## src/hdl/pulse_shape_classifier_unit_assert.svh

```systemverilog
// Assertion macros for the pulse shape classifier.
// Included by the modules that check their own logic; no other dependencies.
`ifndef PULSE_SHAPE_CLASSIFIER_UNIT_ASSERT_SVH
`define PULSE_SHAPE_CLASSIFIER_UNIT_ASSERT_SVH

// same-cycle implication
`define PSC_ASSERT_IMP(label, ck, rn, ante, cons) \
	label: assert property (@(posedge ck) disable iff (!rn) (ante) |-> (cons)) \
		else $error("psc assertion failed");

// next-cycle implication
`define PSC_ASSERT_NXT(label, ck, rn, ante, cons) \
	label: assert property (@(posedge ck) disable iff (!rn) (ante) |=> (cons)) \
		else $error("psc assertion failed");

`endif

```

## src/hdl/psc_pkg.sv

```systemverilog
// Package for the pulse shape classifier: widths, register codes, types.
// No dependencies; used by psc_front, psc_queue, psc_back and the top level.
`timescale 1ns / 1ps
`default_nettype none

package psc_pkg;

	localparam int SAMPLES_DEF = 32;
	localparam int RAW_W       = 10;
	localparam int SMP_W       = 8;
	localparam int TIME_W      = 16;
	localparam int AREA_W      = 22;
	localparam int CFG_W       = 21;
	localparam int CFG_IDX_W   = 3;
	localparam int IDX_MAX_W   = 8;
	localparam int QUEUE_DEPTH = 2;

	localparam logic [31:0] AREA_MAX = 32'd4194303;

	typedef enum logic [CFG_IDX_W-1:0] {
		REG_INTERVAL  = 3'd0,
		REG_MAX_RAW   = 3'd1,
		REG_MIN_AMP   = 3'd2,
		REG_DECAY_LIM = 3'd3,
		REG_RISE_LIM  = 3'd4,
		REG_AREA_LIM  = 3'd5
	} cfg_reg_t;

	typedef struct packed {
		logic [7:0]  interval;
		logic [9:0]  max_raw;
		logic [7:0]  min_amp;
		logic [15:0] decay_lim;
		logic [15:0] rise_lim;
		logic [20:0] area_lim;
	} cfg_t;

	typedef struct packed {
		logic                 discarded;
		logic [SMP_W-1:0]     peak;
		logic [IDX_MAX_W-1:0] pidx;
		logic                 bank;
	} job_t;

	typedef struct packed {
		logic              discarded;
		logic [SMP_W-1:0]  peak_level;
		logic [TIME_W-1:0] rise_time_us;
		logic              decay_valid;
		logic [TIME_W-1:0] decay_time_us;
		logic [AREA_W-1:0] twice_area;
		logic              neutron_flag;
	} result_t;

	typedef enum logic [1:0] {
		BK_IDLE,
		BK_WALK,
		BK_MUL,
		BK_FIN
	} back_state_t;

	// floor(v / 10) for 8-bit v: reciprocal multiply, exact over the range
	function automatic logic [SMP_W-1:0] tenth_of(input logic [SMP_W-1:0] v);
		logic [15:0] p;
		p = 16'(v) * 16'd205;
		return SMP_W'(p >> 11);
	endfunction

endpackage

`default_nettype wire

```

## src/hdl/psc_sample_if.sv

```systemverilog
// Sample channel: valid/ready handshake carrying one raw converter sample.
// No dependencies.
`timescale 1ns / 1ps
`default_nettype none

interface psc_sample_if;
	logic       valid;
	logic       ready;
	logic [9:0] raw_sample;

	modport source(output valid, output raw_sample, input ready);
	modport sink(input valid, input raw_sample, output ready);
endinterface

`default_nettype wire

```

## src/hdl/psc_result_if.sv

```systemverilog
// Result channel: valid/ready handshake carrying one pulse classification.
// No dependencies.
`timescale 1ns / 1ps
`default_nettype none

interface psc_result_if;
	logic        valid;
	logic        ready;
	logic        discarded;
	logic [7:0]  peak_level;
	logic [15:0] rise_time_us;
	logic        decay_valid;
	logic [15:0] decay_time_us;
	logic [21:0] twice_area;
	logic        neutron_flag;

	modport source(output valid, output discarded, output peak_level, output rise_time_us,
		output decay_valid, output decay_time_us, output twice_area, output neutron_flag,
		input ready);
	modport sink(input valid, input discarded, input peak_level, input rise_time_us,
		input decay_valid, input decay_time_us, input twice_area, input neutron_flag,
		output ready);
endinterface

`default_nettype wire

```

## src/hdl/psc_ram.sv

```systemverilog
// Generic simple dual-port RAM: one write port, one read port, registered read.
// No dependencies.
`timescale 1ns / 1ps
`default_nettype none

module psc_ram #(
	parameter int WIDTH = 8,
	parameter int DEPTH = 64
) (
	input  wire logic                     clk,
	input  wire logic                     we,
	input  wire logic [$clog2(DEPTH)-1:0] waddr,
	input  wire logic [WIDTH-1:0]         wdata,
	input  wire logic                     re,
	input  wire logic [$clog2(DEPTH)-1:0] raddr,
	output logic      [WIDTH-1:0]         rdata
);

	logic [WIDTH-1:0] mem_q [DEPTH];

	always_ff @(posedge clk) begin
		if (we) begin
			mem_q[waddr] <= wdata;
		end
		if (re) begin
			rdata <= mem_q[raddr];
		end
	end

endmodule

`default_nettype wire

```

## src/hdl/psc_front.sv

```systemverilog
// Front end: takes samples, checks saturation, stores them, tracks the peak,
// and queues one job per pulse. Depends on psc_pkg and psc_sample_if.
`timescale 1ns / 1ps
`default_nettype none
`include "pulse_shape_classifier_unit_assert.svh"

module psc_front #(
	parameter int SAMPLES = 32
) (
	input  wire logic                          clk,
	input  wire logic                          arst_n,
	psc_sample_if.sink                         sample_ch,
	input  wire logic [9:0]                    max_raw,
	output psc_pkg::job_t                      job,
	output logic                               job_push,
	input  wire logic                          job_full,
	input  wire logic                          walk_done,
	output logic                               wr_en,
	output logic [$clog2(SAMPLES):0]           wr_addr,
	output logic [psc_pkg::SMP_W-1:0]          wr_data
);
	import psc_pkg::*;

	localparam int IDX_W = $clog2(SAMPLES);

	logic [IDX_W-1:0] pos_q;
	logic [IDX_W-1:0] peak_pos_q;
	logic [SMP_W-1:0] peak_q;
	logic             bank_q;
	logic [1:0]       pend_q;

	logic             acc;
	logic             sat;
	logic             last;
	logic             bigger;
	logic [SMP_W-1:0] s;

	// both banks held by the back end: the current bank is not free
	assign sample_ch.ready = !job_full && (pend_q != 2'd2);
	assign acc    = sample_ch.valid && sample_ch.ready;
	assign sat    = sample_ch.raw_sample >= max_raw;
	assign s      = sample_ch.raw_sample[9:2];
	assign last   = pos_q == IDX_W'(SAMPLES - 1);
	assign bigger = s > peak_q;

	assign wr_en   = acc && !sat;
	assign wr_addr = {bank_q, pos_q};
	assign wr_data = s;

	assign job_push      = acc && (sat || last);
	assign job.discarded = sat;
	assign job.peak      = bigger ? s : peak_q;
	assign job.pidx      = IDX_MAX_W'(bigger ? pos_q : peak_pos_q);
	assign job.bank      = bank_q;

	always_ff @(posedge clk or negedge arst_n) begin
		if (!arst_n) begin
			pos_q      <= '0;
			peak_pos_q <= '0;
			peak_q     <= '0;
			bank_q     <= 1'b0;
			pend_q     <= '0;
		end else begin
			if (acc) begin
				if (sat || last) begin
					pos_q      <= '0;
					peak_pos_q <= '0;
					peak_q     <= '0;
					if (!sat) begin
						bank_q <= !bank_q;
					end
				end else begin
					pos_q <= pos_q + 1'b1;
					if (bigger) begin
						peak_q     <= s;
						peak_pos_q <= pos_q;
					end
				end
			end
			pend_q <= pend_q + 2'(job_push && !sat) - 2'(walk_done);
		end
	end

	`PSC_ASSERT_IMP(a_pend_range, clk, arst_n, 1'b1, pend_q != 2'd3)
	`PSC_ASSERT_IMP(a_no_overwrite, clk, arst_n, wr_en, pend_q != 2'd2)
	`PSC_ASSERT_NXT(a_bank_flip, clk, arst_n, job_push && !sat, bank_q != $past(bank_q))
	`PSC_ASSERT_NXT(a_restart, clk, arst_n, job_push, pos_q == '0)

endmodule

`default_nettype wire

```

## src/hdl/psc_queue.sv

```systemverilog
// Two-entry job queue between the front and back ends.
// Depends on psc_pkg.
`timescale 1ns / 1ps
`default_nettype none

module psc_queue (
	input  wire logic    clk,
	input  wire logic    arst_n,
	input  wire logic    push,
	input  wire psc_pkg::job_t din,
	output logic         full,
	input  wire logic    pop,
	output logic         empty,
	output psc_pkg::job_t dout
);
	import psc_pkg::*;

	localparam int PTR_W = $clog2(QUEUE_DEPTH);

	job_t             mem_q [QUEUE_DEPTH];
	logic [PTR_W-1:0] wr_ptr_q;
	logic [PTR_W-1:0] rd_ptr_q;
	logic [PTR_W:0]   cnt_q;

	assign full  = cnt_q == (PTR_W+1)'(QUEUE_DEPTH);
	assign empty = cnt_q == '0;
	assign dout  = mem_q[rd_ptr_q];

	always_ff @(posedge clk) begin
		if (push) begin
			mem_q[wr_ptr_q] <= din;
		end
	end

	always_ff @(posedge clk or negedge arst_n) begin
		if (!arst_n) begin
			wr_ptr_q <= '0;
			rd_ptr_q <= '0;
			cnt_q    <= '0;
		end else begin
			if (push) begin
				wr_ptr_q <= wr_ptr_q + 1'b1;
			end
			if (pop) begin
				rd_ptr_q <= rd_ptr_q + 1'b1;
			end
			cnt_q <= cnt_q + (PTR_W+1)'(push) - (PTR_W+1)'(pop);
		end
	end

endmodule

`default_nettype wire

```

## src/hdl/psc_back.sv

```systemverilog
// Back end: walks one stored pulse, finds rise/decay points and area,
// scales by the interval and drives the result register. Depends on psc_pkg, psc_result_if.
`timescale 1ns / 1ps
`default_nettype none
`include "pulse_shape_classifier_unit_assert.svh"

module psc_back #(
	parameter int SAMPLES = 32
) (
	input  wire logic                 clk,
	input  wire logic                 arst_n,
	input  wire psc_pkg::cfg_t        cfg,
	input  wire psc_pkg::job_t        job,
	input  wire logic                 job_empty,
	output logic                      job_pop,
	output logic                      rd_en,
	output logic [$clog2(SAMPLES):0]  rd_addr,
	input  wire logic [psc_pkg::SMP_W-1:0] rd_data,
	output logic                      walk_done,
	psc_result_if.source              result_ch
);
	import psc_pkg::*;

	localparam int IDX_W   = $clog2(SAMPLES);
	localparam int PAIR_W  = IDX_W + 9;
	localparam int TPROD_W = IDX_W + 8;
	localparam int APROD_W = PAIR_W + 8;

	back_state_t state_q, state_d;

	logic               disc_q;
	logic [SMP_W-1:0]   peak_q;
	logic [IDX_W-1:0]   pidx_q;
	logic               bank_q;
	logic [SMP_W-1:0]   tenth_q;

	logic [IDX_W-1:0]   iss_q;
	logic               iss_on_q;
	logic               dval_s1;
	logic [IDX_W-1:0]   didx_s1;

	logic               f10_q, f90_q, fdk_q;
	logic [IDX_W-1:0]   t10_q, t90_q, tdk_q;
	logic [PAIR_W-1:0]  pair_q;

	logic [TPROD_W-1:0] rise_p_q;
	logic [TPROD_W-1:0] decay_p_q;
	logic [APROD_W-1:0] area_p_q;
	logic               ok_q;

	logic               res_valid_q;
	result_t            res_q;
	logic               res_load;

	logic [11:0]        s10, p1, p9;
	logic               d_last, d_edge;
	logic [TIME_W-1:0]  rise16, decay16;
	logic [AREA_W-1:0]  area22;
	result_t            res_d;

	assign rd_addr = {bank_q, iss_q};

	assign s10    = 12'(rd_data) * 12'd10;
	assign p1     = 12'(peak_q);
	assign p9     = 12'(peak_q) * 12'd9;
	assign d_last = didx_s1 == IDX_W'(SAMPLES - 1);
	assign d_edge = (didx_s1 == '0) || d_last;

	// next state
	always_comb begin
		state_d = state_q;
		case (state_q)
			BK_IDLE: begin
				if (!job_empty) begin
					state_d = job.discarded ? BK_FIN : BK_WALK;
				end
			end
			BK_WALK: begin
				if (dval_s1 && d_last) begin
					state_d = BK_MUL;
				end
			end
			BK_MUL: begin
				state_d = BK_FIN;
			end
			BK_FIN: begin
				if (!res_valid_q || result_ch.ready) begin
					state_d = BK_IDLE;
				end
			end
			default: begin
				state_d = BK_IDLE;
			end
		endcase
	end

	// state outputs
	always_comb begin
		job_pop   = 1'b0;
		rd_en     = 1'b0;
		walk_done = 1'b0;
		res_load  = 1'b0;
		case (state_q)
			BK_IDLE: begin
				job_pop = !job_empty;
			end
			BK_WALK: begin
				rd_en     = iss_on_q;
				walk_done = dval_s1 && d_last;
			end
			BK_MUL: begin
			end
			BK_FIN: begin
				res_load = !res_valid_q || result_ch.ready;
			end
			default: begin
			end
		endcase
	end

	// result assembly
	assign rise16  = TIME_W'(rise_p_q);
	assign decay16 = TIME_W'(decay_p_q);
	assign area22  = (32'(area_p_q) > AREA_MAX) ? AREA_W'(AREA_MAX) : AREA_W'(area_p_q);

	always_comb begin
		res_d = '0;
		res_d.discarded = disc_q;
		if (!disc_q) begin
			res_d.peak_level    = peak_q;
			res_d.rise_time_us  = rise16;
			res_d.decay_valid   = ok_q;
			res_d.decay_time_us = ok_q ? decay16 : '0;
			res_d.twice_area    = area22;
			res_d.neutron_flag  = ok_q && (decay16 > cfg.decay_lim)
				&& (rise16 > cfg.rise_lim) && (area22 > {cfg.area_lim, 1'b0});
		end
	end

	always_ff @(posedge clk or negedge arst_n) begin
		if (!arst_n) begin
			state_q     <= BK_IDLE;
			iss_q       <= '0;
			iss_on_q    <= 1'b0;
			dval_s1     <= 1'b0;
			f10_q       <= 1'b0;
			f90_q       <= 1'b0;
			fdk_q       <= 1'b0;
			res_valid_q <= 1'b0;
		end else begin
			state_q <= state_d;
			dval_s1 <= rd_en;
			if (job_pop) begin
				iss_q    <= '0;
				iss_on_q <= !job.discarded;
				f10_q    <= 1'b0;
				f90_q    <= 1'b0;
				fdk_q    <= 1'b0;
			end else if (rd_en) begin
				iss_q <= iss_q + 1'b1;
				if (iss_q == IDX_W'(SAMPLES - 1)) begin
					iss_on_q <= 1'b0;
				end
			end
			if (dval_s1) begin
				if (s10 >= p1) begin
					f10_q <= 1'b1;
				end
				if (s10 >= p9) begin
					f90_q <= 1'b1;
				end
				if ((didx_s1 >= pidx_q) && (rd_data < tenth_q)) begin
					fdk_q <= 1'b1;
				end
			end
			if (res_load) begin
				res_valid_q <= 1'b1;
			end else if (result_ch.ready) begin
				res_valid_q <= 1'b0;
			end
		end
	end

	always_ff @(posedge clk) begin
		didx_s1 <= iss_q;
		if (job_pop) begin
			disc_q  <= job.discarded;
			peak_q  <= job.peak;
			pidx_q  <= IDX_W'(job.pidx);
			bank_q  <= job.bank;
			tenth_q <= tenth_of(job.peak);
			t10_q   <= '0;
			t90_q   <= '0;
			tdk_q   <= '0;
			pair_q  <= '0;
		end
		if (dval_s1) begin
			if (!f10_q && (s10 >= p1)) begin
				t10_q <= didx_s1;
			end
			if (!f90_q && (s10 >= p9)) begin
				t90_q <= didx_s1;
			end
			if (!fdk_q && (didx_s1 >= pidx_q) && (rd_data < tenth_q)) begin
				tdk_q <= didx_s1 - pidx_q;
			end
			pair_q <= pair_q + (d_edge ? PAIR_W'(rd_data) : PAIR_W'({rd_data, 1'b0}));
		end
		if (state_q == BK_MUL) begin
			rise_p_q  <= TPROD_W'(t90_q - t10_q) * TPROD_W'(cfg.interval);
			decay_p_q <= TPROD_W'(tdk_q) * TPROD_W'(cfg.interval);
			area_p_q  <= APROD_W'(pair_q) * APROD_W'(cfg.interval);
			ok_q      <= fdk_q && (peak_q >= cfg.min_amp);
		end
		if (res_load) begin
			res_q <= res_d;
		end
	end

	assign result_ch.valid         = res_valid_q;
	assign result_ch.discarded     = res_q.discarded;
	assign result_ch.peak_level    = res_q.peak_level;
	assign result_ch.rise_time_us  = res_q.rise_time_us;
	assign result_ch.decay_valid   = res_q.decay_valid;
	assign result_ch.decay_time_us = res_q.decay_time_us;
	assign result_ch.twice_area    = res_q.twice_area;
	assign result_ch.neutron_flag  = res_q.neutron_flag;

	`PSC_ASSERT_NXT(a_t90_found, clk, arst_n, walk_done, f90_q && f10_q)
	`PSC_ASSERT_IMP(a_rise_order, clk, arst_n, f90_q, f10_q && (t10_q <= t90_q))
	`PSC_ASSERT_IMP(a_data_in_walk, clk, arst_n, dval_s1, state_q == BK_WALK)

endmodule

`default_nettype wire

```

## src/hdl/pulse_shape_classifier_unit.sv

```systemverilog
// Pulse shape classifier: one sample accepted per cycle unless the input stalls (job
// queue full or both banks held), one result per pulse. The back end walks the stored
// pulse through one RAM read port.
// Samples are buffered in two banks, so a new pulse fills while the last is walked.
// A saturated sample ends its pulse and gives a discarded result without a walk.
// Reset: registers to defaults, pulse tracking and queue cleared; buffer not cleared.
`timescale 1ns / 1ps
`default_nettype none

module pulse_shape_classifier_unit #(
	parameter int SAMPLES = psc_pkg::SAMPLES_DEF
) (
	input  wire logic                           clk,
	input  wire logic                           arst_n,
	input  wire logic                           cfg_we,
	input  wire logic [psc_pkg::CFG_IDX_W-1:0]  cfg_idx,
	input  wire logic [psc_pkg::CFG_W-1:0]      cfg_data,
	psc_sample_if.sink                          sample_ch,
	psc_result_if.source                        result_ch
);
	import psc_pkg::*;

	localparam int IDX_W = $clog2(SAMPLES);
	localparam int DEPTH = 2 * (1 << IDX_W);

	cfg_t             cfg_q;
	job_t             job_in, job_out;
	logic             job_push, job_pop, job_full, job_empty;
	logic             walk_done;
	logic             wr_en, rd_en;
	logic [IDX_W:0]   wr_addr, rd_addr;
	logic [SMP_W-1:0] wr_data, rd_data;

	always_ff @(posedge clk or negedge arst_n) begin
		if (!arst_n) begin
			cfg_q.interval  <= 8'd1;
			cfg_q.max_raw   <= 10'd1023;
			cfg_q.min_amp   <= '0;
			cfg_q.decay_lim <= '0;
			cfg_q.rise_lim  <= '0;
			cfg_q.area_lim  <= '0;
		end else if (cfg_we) begin
			case (cfg_reg_t'(cfg_idx))
				REG_INTERVAL:  cfg_q.interval  <= cfg_data[7:0];
				REG_MAX_RAW:   cfg_q.max_raw   <= cfg_data[9:0];
				REG_MIN_AMP:   cfg_q.min_amp   <= cfg_data[7:0];
				REG_DECAY_LIM: cfg_q.decay_lim <= cfg_data[15:0];
				REG_RISE_LIM:  cfg_q.rise_lim  <= cfg_data[15:0];
				REG_AREA_LIM:  cfg_q.area_lim  <= cfg_data[20:0];
				default: begin
				end
			endcase
		end
	end

	psc_front #(.SAMPLES(SAMPLES)) u_front (
		.clk       (clk),
		.arst_n    (arst_n),
		.sample_ch (sample_ch),
		.max_raw   (cfg_q.max_raw),
		.job       (job_in),
		.job_push  (job_push),
		.job_full  (job_full),
		.walk_done (walk_done),
		.wr_en     (wr_en),
		.wr_addr   (wr_addr),
		.wr_data   (wr_data)
	);

	psc_queue u_queue (
		.clk    (clk),
		.arst_n (arst_n),
		.push   (job_push),
		.din    (job_in),
		.full   (job_full),
		.pop    (job_pop),
		.empty  (job_empty),
		.dout   (job_out)
	);

	psc_ram #(.WIDTH(SMP_W), .DEPTH(DEPTH)) u_ram (
		.clk   (clk),
		.we    (wr_en),
		.waddr (wr_addr),
		.wdata (wr_data),
		.re    (rd_en),
		.raddr (rd_addr),
		.rdata (rd_data)
	);

	psc_back #(.SAMPLES(SAMPLES)) u_back (
		.clk       (clk),
		.arst_n    (arst_n),
		.cfg       (cfg_q),
		.job       (job_out),
		.job_empty (job_empty),
		.job_pop   (job_pop),
		.rd_en     (rd_en),
		.rd_addr   (rd_addr),
		.rd_data   (rd_data),
		.walk_done (walk_done),
		.result_ch (result_ch)
	);

endmodule

`default_nettype wire
```

## src/flat_wrapper.sv

```systemverilog
// flat-port wrapper written by rule: the top's interface ports become plain ports
module pulse_shape_classifier_unit_flat import psc_pkg::*;
#(
	parameter int SAMPLES = psc_pkg::SAMPLES_DEF
)
  (clk, arst_n, cfg_we, cfg_idx, cfg_data, sample_ch_valid, sample_ch_raw_sample, sample_ch_ready, result_ch_valid, result_ch_discarded, result_ch_peak_level, result_ch_rise_time_us, result_ch_decay_valid, result_ch_decay_time_us, result_ch_twice_area, result_ch_neutron_flag, result_ch_ready);
  psc_sample_if sample_ch_i ();
  psc_result_if result_ch_i ();
  input  wire logic clk;
  input  wire logic arst_n;
  input  wire logic cfg_we;
  input  wire logic [psc_pkg::CFG_IDX_W-1:0] cfg_idx;
  input  wire logic [psc_pkg::CFG_W-1:0] cfg_data;
  input wire logic [$bits(sample_ch_i.valid)-1:0] sample_ch_valid;
  input wire logic [$bits(sample_ch_i.raw_sample)-1:0] sample_ch_raw_sample;
  output wire logic [$bits(sample_ch_i.ready)-1:0] sample_ch_ready;
  output wire logic [$bits(result_ch_i.valid)-1:0] result_ch_valid;
  output wire logic [$bits(result_ch_i.discarded)-1:0] result_ch_discarded;
  output wire logic [$bits(result_ch_i.peak_level)-1:0] result_ch_peak_level;
  output wire logic [$bits(result_ch_i.rise_time_us)-1:0] result_ch_rise_time_us;
  output wire logic [$bits(result_ch_i.decay_valid)-1:0] result_ch_decay_valid;
  output wire logic [$bits(result_ch_i.decay_time_us)-1:0] result_ch_decay_time_us;
  output wire logic [$bits(result_ch_i.twice_area)-1:0] result_ch_twice_area;
  output wire logic [$bits(result_ch_i.neutron_flag)-1:0] result_ch_neutron_flag;
  input wire logic [$bits(result_ch_i.ready)-1:0] result_ch_ready;
  assign sample_ch_i.valid = sample_ch_valid;
  assign sample_ch_i.raw_sample = sample_ch_raw_sample;
  assign sample_ch_ready = sample_ch_i.ready;
  assign result_ch_valid = result_ch_i.valid;
  assign result_ch_discarded = result_ch_i.discarded;
  assign result_ch_peak_level = result_ch_i.peak_level;
  assign result_ch_rise_time_us = result_ch_i.rise_time_us;
  assign result_ch_decay_valid = result_ch_i.decay_valid;
  assign result_ch_decay_time_us = result_ch_i.decay_time_us;
  assign result_ch_twice_area = result_ch_i.twice_area;
  assign result_ch_neutron_flag = result_ch_i.neutron_flag;
  assign result_ch_i.ready = result_ch_ready;
  pulse_shape_classifier_unit #(.SAMPLES(SAMPLES)) u_core (.clk(clk), .arst_n(arst_n), .cfg_we(cfg_we), .cfg_idx(cfg_idx), .cfg_data(cfg_data), .sample_ch(sample_ch_i), .result_ch(result_ch_i));
endmodule
```

## config.mk

```make
export PLATFORM = sky130hd
export DESIGN_NAME = pulse_shape_classifier_unit_flat
export DESIGN_NICKNAME = d
export VERILOG_FILES = /design/src/hdl/psc_pkg.sv /design/src/hdl/psc_sample_if.sv /design/src/hdl/psc_result_if.sv /design/src/hdl/psc_ram.sv /design/src/hdl/psc_front.sv /design/src/hdl/psc_queue.sv /design/src/hdl/psc_back.sv /design/src/hdl/pulse_shape_classifier_unit.sv /design/src/flat_wrapper.sv
export VERILOG_INCLUDE_DIRS = /design/src /design/src/hdl
export SDC_FILE = /design/constraint.sdc
export NUM_CORES = 2
export LEC_CHECK = 0
export BUFFER_PORTS_ARGS = -buffer_cell sky130_fd_sc_hd__buf_2
export CORE_AREA = 2 2 240 290
export CTS_CLUSTER_DIAMETER = 200
export DETAILED_ROUTE_END_ITERATION = 16
export DIE_AREA = 0 0 242 292
export GPL_TIMING_DRIVEN = 0
export PLACE_DENSITY = 0.87
export SLEW_MARGIN = 10
export SYNTH_ARGS = -nofsm -noshare
export SYNTH_HDL_FRONTEND = slang
export SYNTH_SLANG_ARGS = --single-unit
```

## constraint.sdc

```tcl
create_clock -name clk -period 6.5 [get_ports clk]
set_input_delay 0.65 -clock clk [delete_from_list [all_inputs] [get_ports clk]]
set_output_delay 0.65 -clock clk [all_outputs]
set_load 0.05 [all_outputs]
```

==> impl_metrics.prom <==
# TYPE chip_impl_metric gauge
chip_impl_metric{name="reg2reg_slack",unit="ns"} 0.52
chip_impl_info{name="cpLargestDelayFamily",value="adder cells"} 1
chip_impl_metric{name="power_density",unit="nW/um^2"} 514
chip_impl_metric{name="achievable-frequency",unit="MHz"} 167
chip_impl_metric{name="place.detailed.hpwl",unit="microns"} 72000
chip_impl_metric{name="synth_compound_area_share",unit="%"} 4.54
chip_impl_metric{name="crit_arrival",unit="ns"} 6.34
chip_impl_metric{name="synth_fa_ha_area_share",unit="%"} 14.4
chip_impl_metric{name="route.final.wire_length",unit="microns"} 106000
chip_impl_info{name="crit-reg2reg-capture",value="u_core.u_back.rise_p_q[12]"} 1
chip_impl_metric{name="cp_data_required_time",unit="ns"} 6.86
chip_impl_metric{name="min_period_over_period",unit="%"} 92.0
chip_impl_metric{name="synth_xor_xnor_area_share",unit="%"} 1.36
chip_impl_metric{name="synth_edf_count",unit=""} 692
chip_impl_metric{name="yosys.area_share.simple",unit="%"} 7.82
chip_impl_metric{name="dr.first_iter.drc_count",unit=""} 2436
chip_impl_info{name="setup_repair_after_global_routing_missed_its_margin",value="no"} 1
chip_impl_info{name="ctsRootBufferMaster",value="sky130_fd_sc_hd__clkbuf_16"} 1
chip_impl_metric{name="post_cts_resized",unit=""} 0
chip_impl_metric{name="synthesis.instances",unit=""} 2939
chip_impl_metric{name="synth.cell_area",unit="sq um"} 42500
chip_impl_metric{name="placedInstanceArea",unit="sq um"} 44200
chip_impl_info{name="ys_top_cells_by_area",value="sky130_fd_sc_hd__edfxtp_1 49%, sky130_fd_sc_hd__mux4_2 8.5%, sky130_fd_sc_hd__ha_1 8.3%"} 1
chip_impl_metric{name="multiInputGateArea",unit="sq um"} 16700
chip_impl_metric{name="yosys.cell_types.count",unit=""} 72
chip_impl_info{name="worst_r2r_startpoint",value="u_core.u_back.t10_q[1]"} 1
chip_impl_metric{name="timing.hold.ws",unit="ns"} 0.00394
chip_impl_metric{name="worst_setup_hold_path_clk_slew",unit="ns"} 0.06
chip_impl_metric{name="dieHeight",unit="microns"} 292
chip_impl_metric{name="placed_cells",unit=""} 3953
chip_impl_metric{name="post_route_cells_drive_above_1_share",unit="%"} 16.1
chip_impl_metric{name="vias_in_the_first_global_route",unit=""} 27100
chip_impl_info{name="worstPathCellList",value="inv_1 -> ha_1 -> nor2b_1 -> o21a_1 -> o21ai_0 -> nand2b_1 -> a21o_1 -> or2_2 -> fa_1 -> fa_1 -> inv_1 -> fa_1 -> inv_1 -> fa_1 -> fa_1 -> nor2b_1 -> o21ai_0 -> a21boi_0 -> o21ai_0 -> a21oi_1 -> xnor2_1"} 1
chip_impl_metric{name="cts_hold_buffers",unit=""} 0
chip_impl_metric{name="post_cts_buffers",unit=""} 0
chip_impl_metric{name="reg2regPathDepth",unit=""} 21
chip_impl_metric{name="timing.clock.skew",unit="ns"} 0.0266
chip_impl_metric{name="area.sequential",unit="sq um"} 24100
chip_impl_metric{name="cts_buffer_depth",unit=""} 3
chip_impl_metric{name="n_fill_cell",unit=""} 4309
chip_impl_metric{name="via_count",unit=""} 25700
chip_impl_metric{name="grt_usage",unit="%"} 30.9
chip_impl_info{name="layout.cells.most_common",value="sky130_fd_sc_hd__edfxtp_1"} 1
chip_impl_info{name="layout.cells.most_common_list",value="692 x sky130_fd_sc_hd__edfxtp_1, 312 x sky130_fd_sc_hd__inv_1, 279 x sky130_fd_sc_hd__ha_1"} 1
chip_impl_metric{name="finish.instance_area",unit="sq um"} 46800
chip_impl_metric{name="stdcell_count",unit=""} 4098
chip_impl_metric{name="timing_max_transition_violations_final",unit=""} 0
chip_impl_metric{name="yosys.area.top_type_share",unit="%"} 48.9
chip_impl_metric{name="starting_density_of_the_core",unit="%"} 62.6
chip_impl_info{name="hold_class",value="primary input to asynchronous set/reset pin"} 1
chip_impl_metric{name="clock-sinks",unit=""} 829
chip_impl_metric{name="number_of_buffers_created_by_cts",unit=""} 80
chip_impl_metric{name="count_of_inserted_antenna_diode_cells",unit=""} 0
chip_impl_metric{name="row_count",unit=""} 105
chip_impl_info{name="crit_path_end_kind",value="flip-flop"} 1
chip_impl_metric{name="grt_overflow",unit=""} 0
chip_impl_metric{name="finalSetupViolCount",unit=""} 0
chip_impl_metric{name="antenna_violations_before_repair",unit=""} 0
chip_impl_metric{name="routed_wire_length_per_instance",unit="microns"} 25.9
chip_impl_info{name="critical_path.most_common_cell",value="sky130_fd_sc_hd__fa_1"} 1
chip_impl_metric{name="post-route-drc-count",unit=""} 0
chip_impl_info{name="crit_path_start_kind",value="flip-flop"} 1
chip_impl_info{name="standard_cell_with_the_maximum_stage_delay_on_the_critical_path",value="sky130_fd_sc_hd__fa_1"} 1
chip_impl_metric{name="cpPeakStageDelay",unit="ns"} 0.55
chip_impl_info{name="tritoncts",value="yes"} 1
chip_impl_metric{name="syn_avg_cell_area",unit="sq um"} 14.4
chip_impl_metric{name="clk_latency",unit="ns"} 0.65
chip_impl_info{name="status",value="complete, no violations"} 1
chip_impl_metric{name="chipWidth",unit="microns"} 242
chip_impl_metric{name="count_of_antenna_violating_nets_left_after_detailed_routing",unit=""} 0
chip_impl_metric{name="critPathMaxFanout",unit=""} 8
chip_impl_metric{name="io_buffers",unit=""} 98
chip_impl_metric{name="max_cap_violations",unit=""} 0
chip_impl_metric{name="synth.mux.area_fraction",unit="%"} 11.2
chip_impl_metric{name="yosys_warnings",unit=""} 0
chip_impl_metric{name="area_growth_syn_to_layout",unit="%"} 10.2
chip_impl_metric{name="power_leakage",unit="uW"} 0.0183
chip_impl_info{name="synth_top_family_by_area",value="adder cells"} 1
chip_impl_metric{name="postSynthRegisterBits",unit=""} 829
chip_impl_metric{name="vdd_drop_max",unit="uV"} 633
chip_impl_metric{name="synth_async_sr_flop_share",unit="%"} 14.1
chip_impl_metric{name="setup_tns",unit="ns"} 0
chip_impl_metric{name="via_per_inst",unit=""} 6.26
chip_impl_metric{name="number_of_iterations_in_the_first_detailed_routing_pass",unit=""} 6
chip_impl_metric{name="worst_pin_slew",unit="ns"} 1.25
chip_impl_metric{name="final_nets",unit=""} 3576
chip_impl_metric{name="core_area",unit="sq um"} 67800
chip_impl_metric{name="grt_max_degree",unit=""} 69
chip_impl_metric{name="die-area",unit="sq um"} 70700
chip_impl_metric{name="total_power",unit="uW"} 24000
chip_impl_info{name="yosys_top_cell_by_area",value="sky130_fd_sc_hd__edfxtp_1"} 1
chip_impl_metric{name="final_weighted_congestion_in_routability_driven_placement",unit=""} 0.948
chip_impl_metric{name="timing.slew.headroom",unit="%"} 16.1
chip_impl_metric{name="ioPinCount",unit=""} 106
chip_impl_metric{name="htreeDepth",unit=""} 3
chip_impl_metric{name="synth.yosys.seq_area_share",unit="%"} 56.8
chip_impl_metric{name="timing.final.hold_violations",unit=""} 0
chip_impl_info{name="dominantRegCellSynth",value="sky130_fd_sc_hd__edfxtp_1"} 1
chip_impl_metric{name="path_buf_inv",unit=""} 3
chip_impl_metric{name="global_route_wire_length_before_repair",unit="microns"} 163000
chip_impl_metric{name="crit_path_time_final",unit="ns"} 5.98
chip_impl_info{name="criticalPathCategory",value="flip-flop to flip-flop"} 1
## state kept, by name, summed over array words and instances (netlist names), 14 cells and up
signal / count
u_core.cfg_q: 79
u_core.u_back.area22: 22
u_core.u_back.pair_q: 14
u_core.u_back.result_ch.twice_area: 22
u_core.u_queue.mem_q: 30
u_core.u_ram.mem_q: 512
## per-stage QoR
| step | utilization [%] | worst slack (ns) |
|---|---|---|
| 4_1_cts | 69.0 | 0.569 |
| 3_3_place_gp | 65.1 | 0.803 |
| 5_1_grt | 69.0 | 0.247 |
| 3_5_place_dp | 65.2 | 0.602 |
| 2_1_floorplan | - | 1.15 |
| 6_report | 69.0 | 0.519 |
## power breakdown
group          leakage (uW)  internal, uW  switching, uW
clock               0.00128          2660           2020
combinational       0.00909          4770           7130
sequential          0.00791          6970            480
## worst max path at each step
stage | from | to | slack [ns] | cells after the start
4_1_cts | u_core.u_back.t10_q[1] | u_core.u_back.rise_p_q[12] | 0.57 | 21
3_3_place_gp | u_core.u_back.t10_q[1] | u_core.u_back.rise_p_q[10] | 0.80 | 21
5_1_grt | u_core.u_back.t10_q[1] | u_core.u_back.rise_p_q[12] | 0.25 | 21
3_5_place_dp | u_core.u_back.t10_q[1] | u_core.u_back.rise_p_q[12] | 0.60 | 21
6_report | u_core.u_back.t10_q[1] | u_core.u_back.rise_p_q[12] | 0.52 | 21
2_1_floorplan | u_core.u_back.t10_q[1] | u_core.u_back.rise_p_q[10] | 1.15 | 21
## Yosys cell counts (14+ instances only)
master	n
sky130_fd_sc_hd__a21o_1	33
sky130_fd_sc_hd__a21oi_1	63
sky130_fd_sc_hd__a22o_1	14
sky130_fd_sc_hd__a22oi_1	19
sky130_fd_sc_hd__and2_1	135
sky130_fd_sc_hd__buf_1	19
sky130_fd_sc_hd__clkbuf_1	64
sky130_fd_sc_hd__dfrtp_1	106
sky130_fd_sc_hd__dfxtp_1	20
sky130_fd_sc_hd__edfxtp_1	692
sky130_fd_sc_hd__fa_1	131
sky130_fd_sc_hd__ha_1	280
sky130_fd_sc_hd__inv_1	312
sky130_fd_sc_hd__mux2_2	82
sky130_fd_sc_hd__mux2i_1	21
sky130_fd_sc_hd__mux4_2	160
sky130_fd_sc_hd__nand2_1	193
sky130_fd_sc_hd__nand2b_1	23
sky130_fd_sc_hd__nand3_1	20
sky130_fd_sc_hd__nand4_1	20
sky130_fd_sc_hd__nor2_1	132
sky130_fd_sc_hd__nor2b_1	62
sky130_fd_sc_hd__nor3_1	22
sky130_fd_sc_hd__o21ai_0	81
sky130_fd_sc_hd__xnor2_1	51
sky130_fd_sc_hd__xor2_1	15
## layer usage
metal  wire [microns]  vias up  track usage, %
met5                0        -               0
met4             7400        0            18.8
met3             7390      387            5.09
met2            55700     1367            55.4
met1            35800    12900            34.5
li1                 -    11000               -
## worst reg2reg max path, stage by stage (launching register included)
cell                       delay (ns)
sky130_fd_sc_hd__dfxtp_1         0.34
sky130_fd_sc_hd__inv_1           0.08
sky130_fd_sc_hd__ha_1            0.29
sky130_fd_sc_hd__nor2b_1         0.13
sky130_fd_sc_hd__o21a_1          0.17
sky130_fd_sc_hd__o21ai_0         0.24
sky130_fd_sc_hd__nand2b_1        0.10
sky130_fd_sc_hd__a21o_1          0.31
sky130_fd_sc_hd__or2_2           0.35
sky130_fd_sc_hd__fa_1            0.52
sky130_fd_sc_hd__fa_1            0.55
sky130_fd_sc_hd__inv_1           0.05
sky130_fd_sc_hd__fa_1            0.53
sky130_fd_sc_hd__inv_1           0.05
sky130_fd_sc_hd__fa_1            0.50
sky130_fd_sc_hd__fa_1            0.47
sky130_fd_sc_hd__nor2b_1         0.12
sky130_fd_sc_hd__o21ai_0         0.12
sky130_fd_sc_hd__a21boi_0        0.28
sky130_fd_sc_hd__o21ai_0         0.17
sky130_fd_sc_hd__a21oi_1         0.21
sky130_fd_sc_hd__xnor2_1         0.12
## layout make-up
type | instances | share of cell area, %
buffer | 105 | 1.01
sequential | 829 | 51.5
multi-input combinational | 1698 | 35.7
inverter | 312 | 2.50
tap | 909 | 2.43
clock buffer | 97 | 4.55
clock inverter | 48 | 1.02
timing repair buffer | 100 | 1.21
## cell families (layout without fill, tap and decap cells)
family,Yosys count,after routing
DFF,829,829
adders and majority gates,411,411
buffers and inverters,417,662
AOI/OAI and AO/OA,291,291
other,1,6
muxes,263,263
and+or+nand+nor,661,661
xor gates and xnor gates,66,66
No activity file was read; power rests on OpenSTA's default activity.
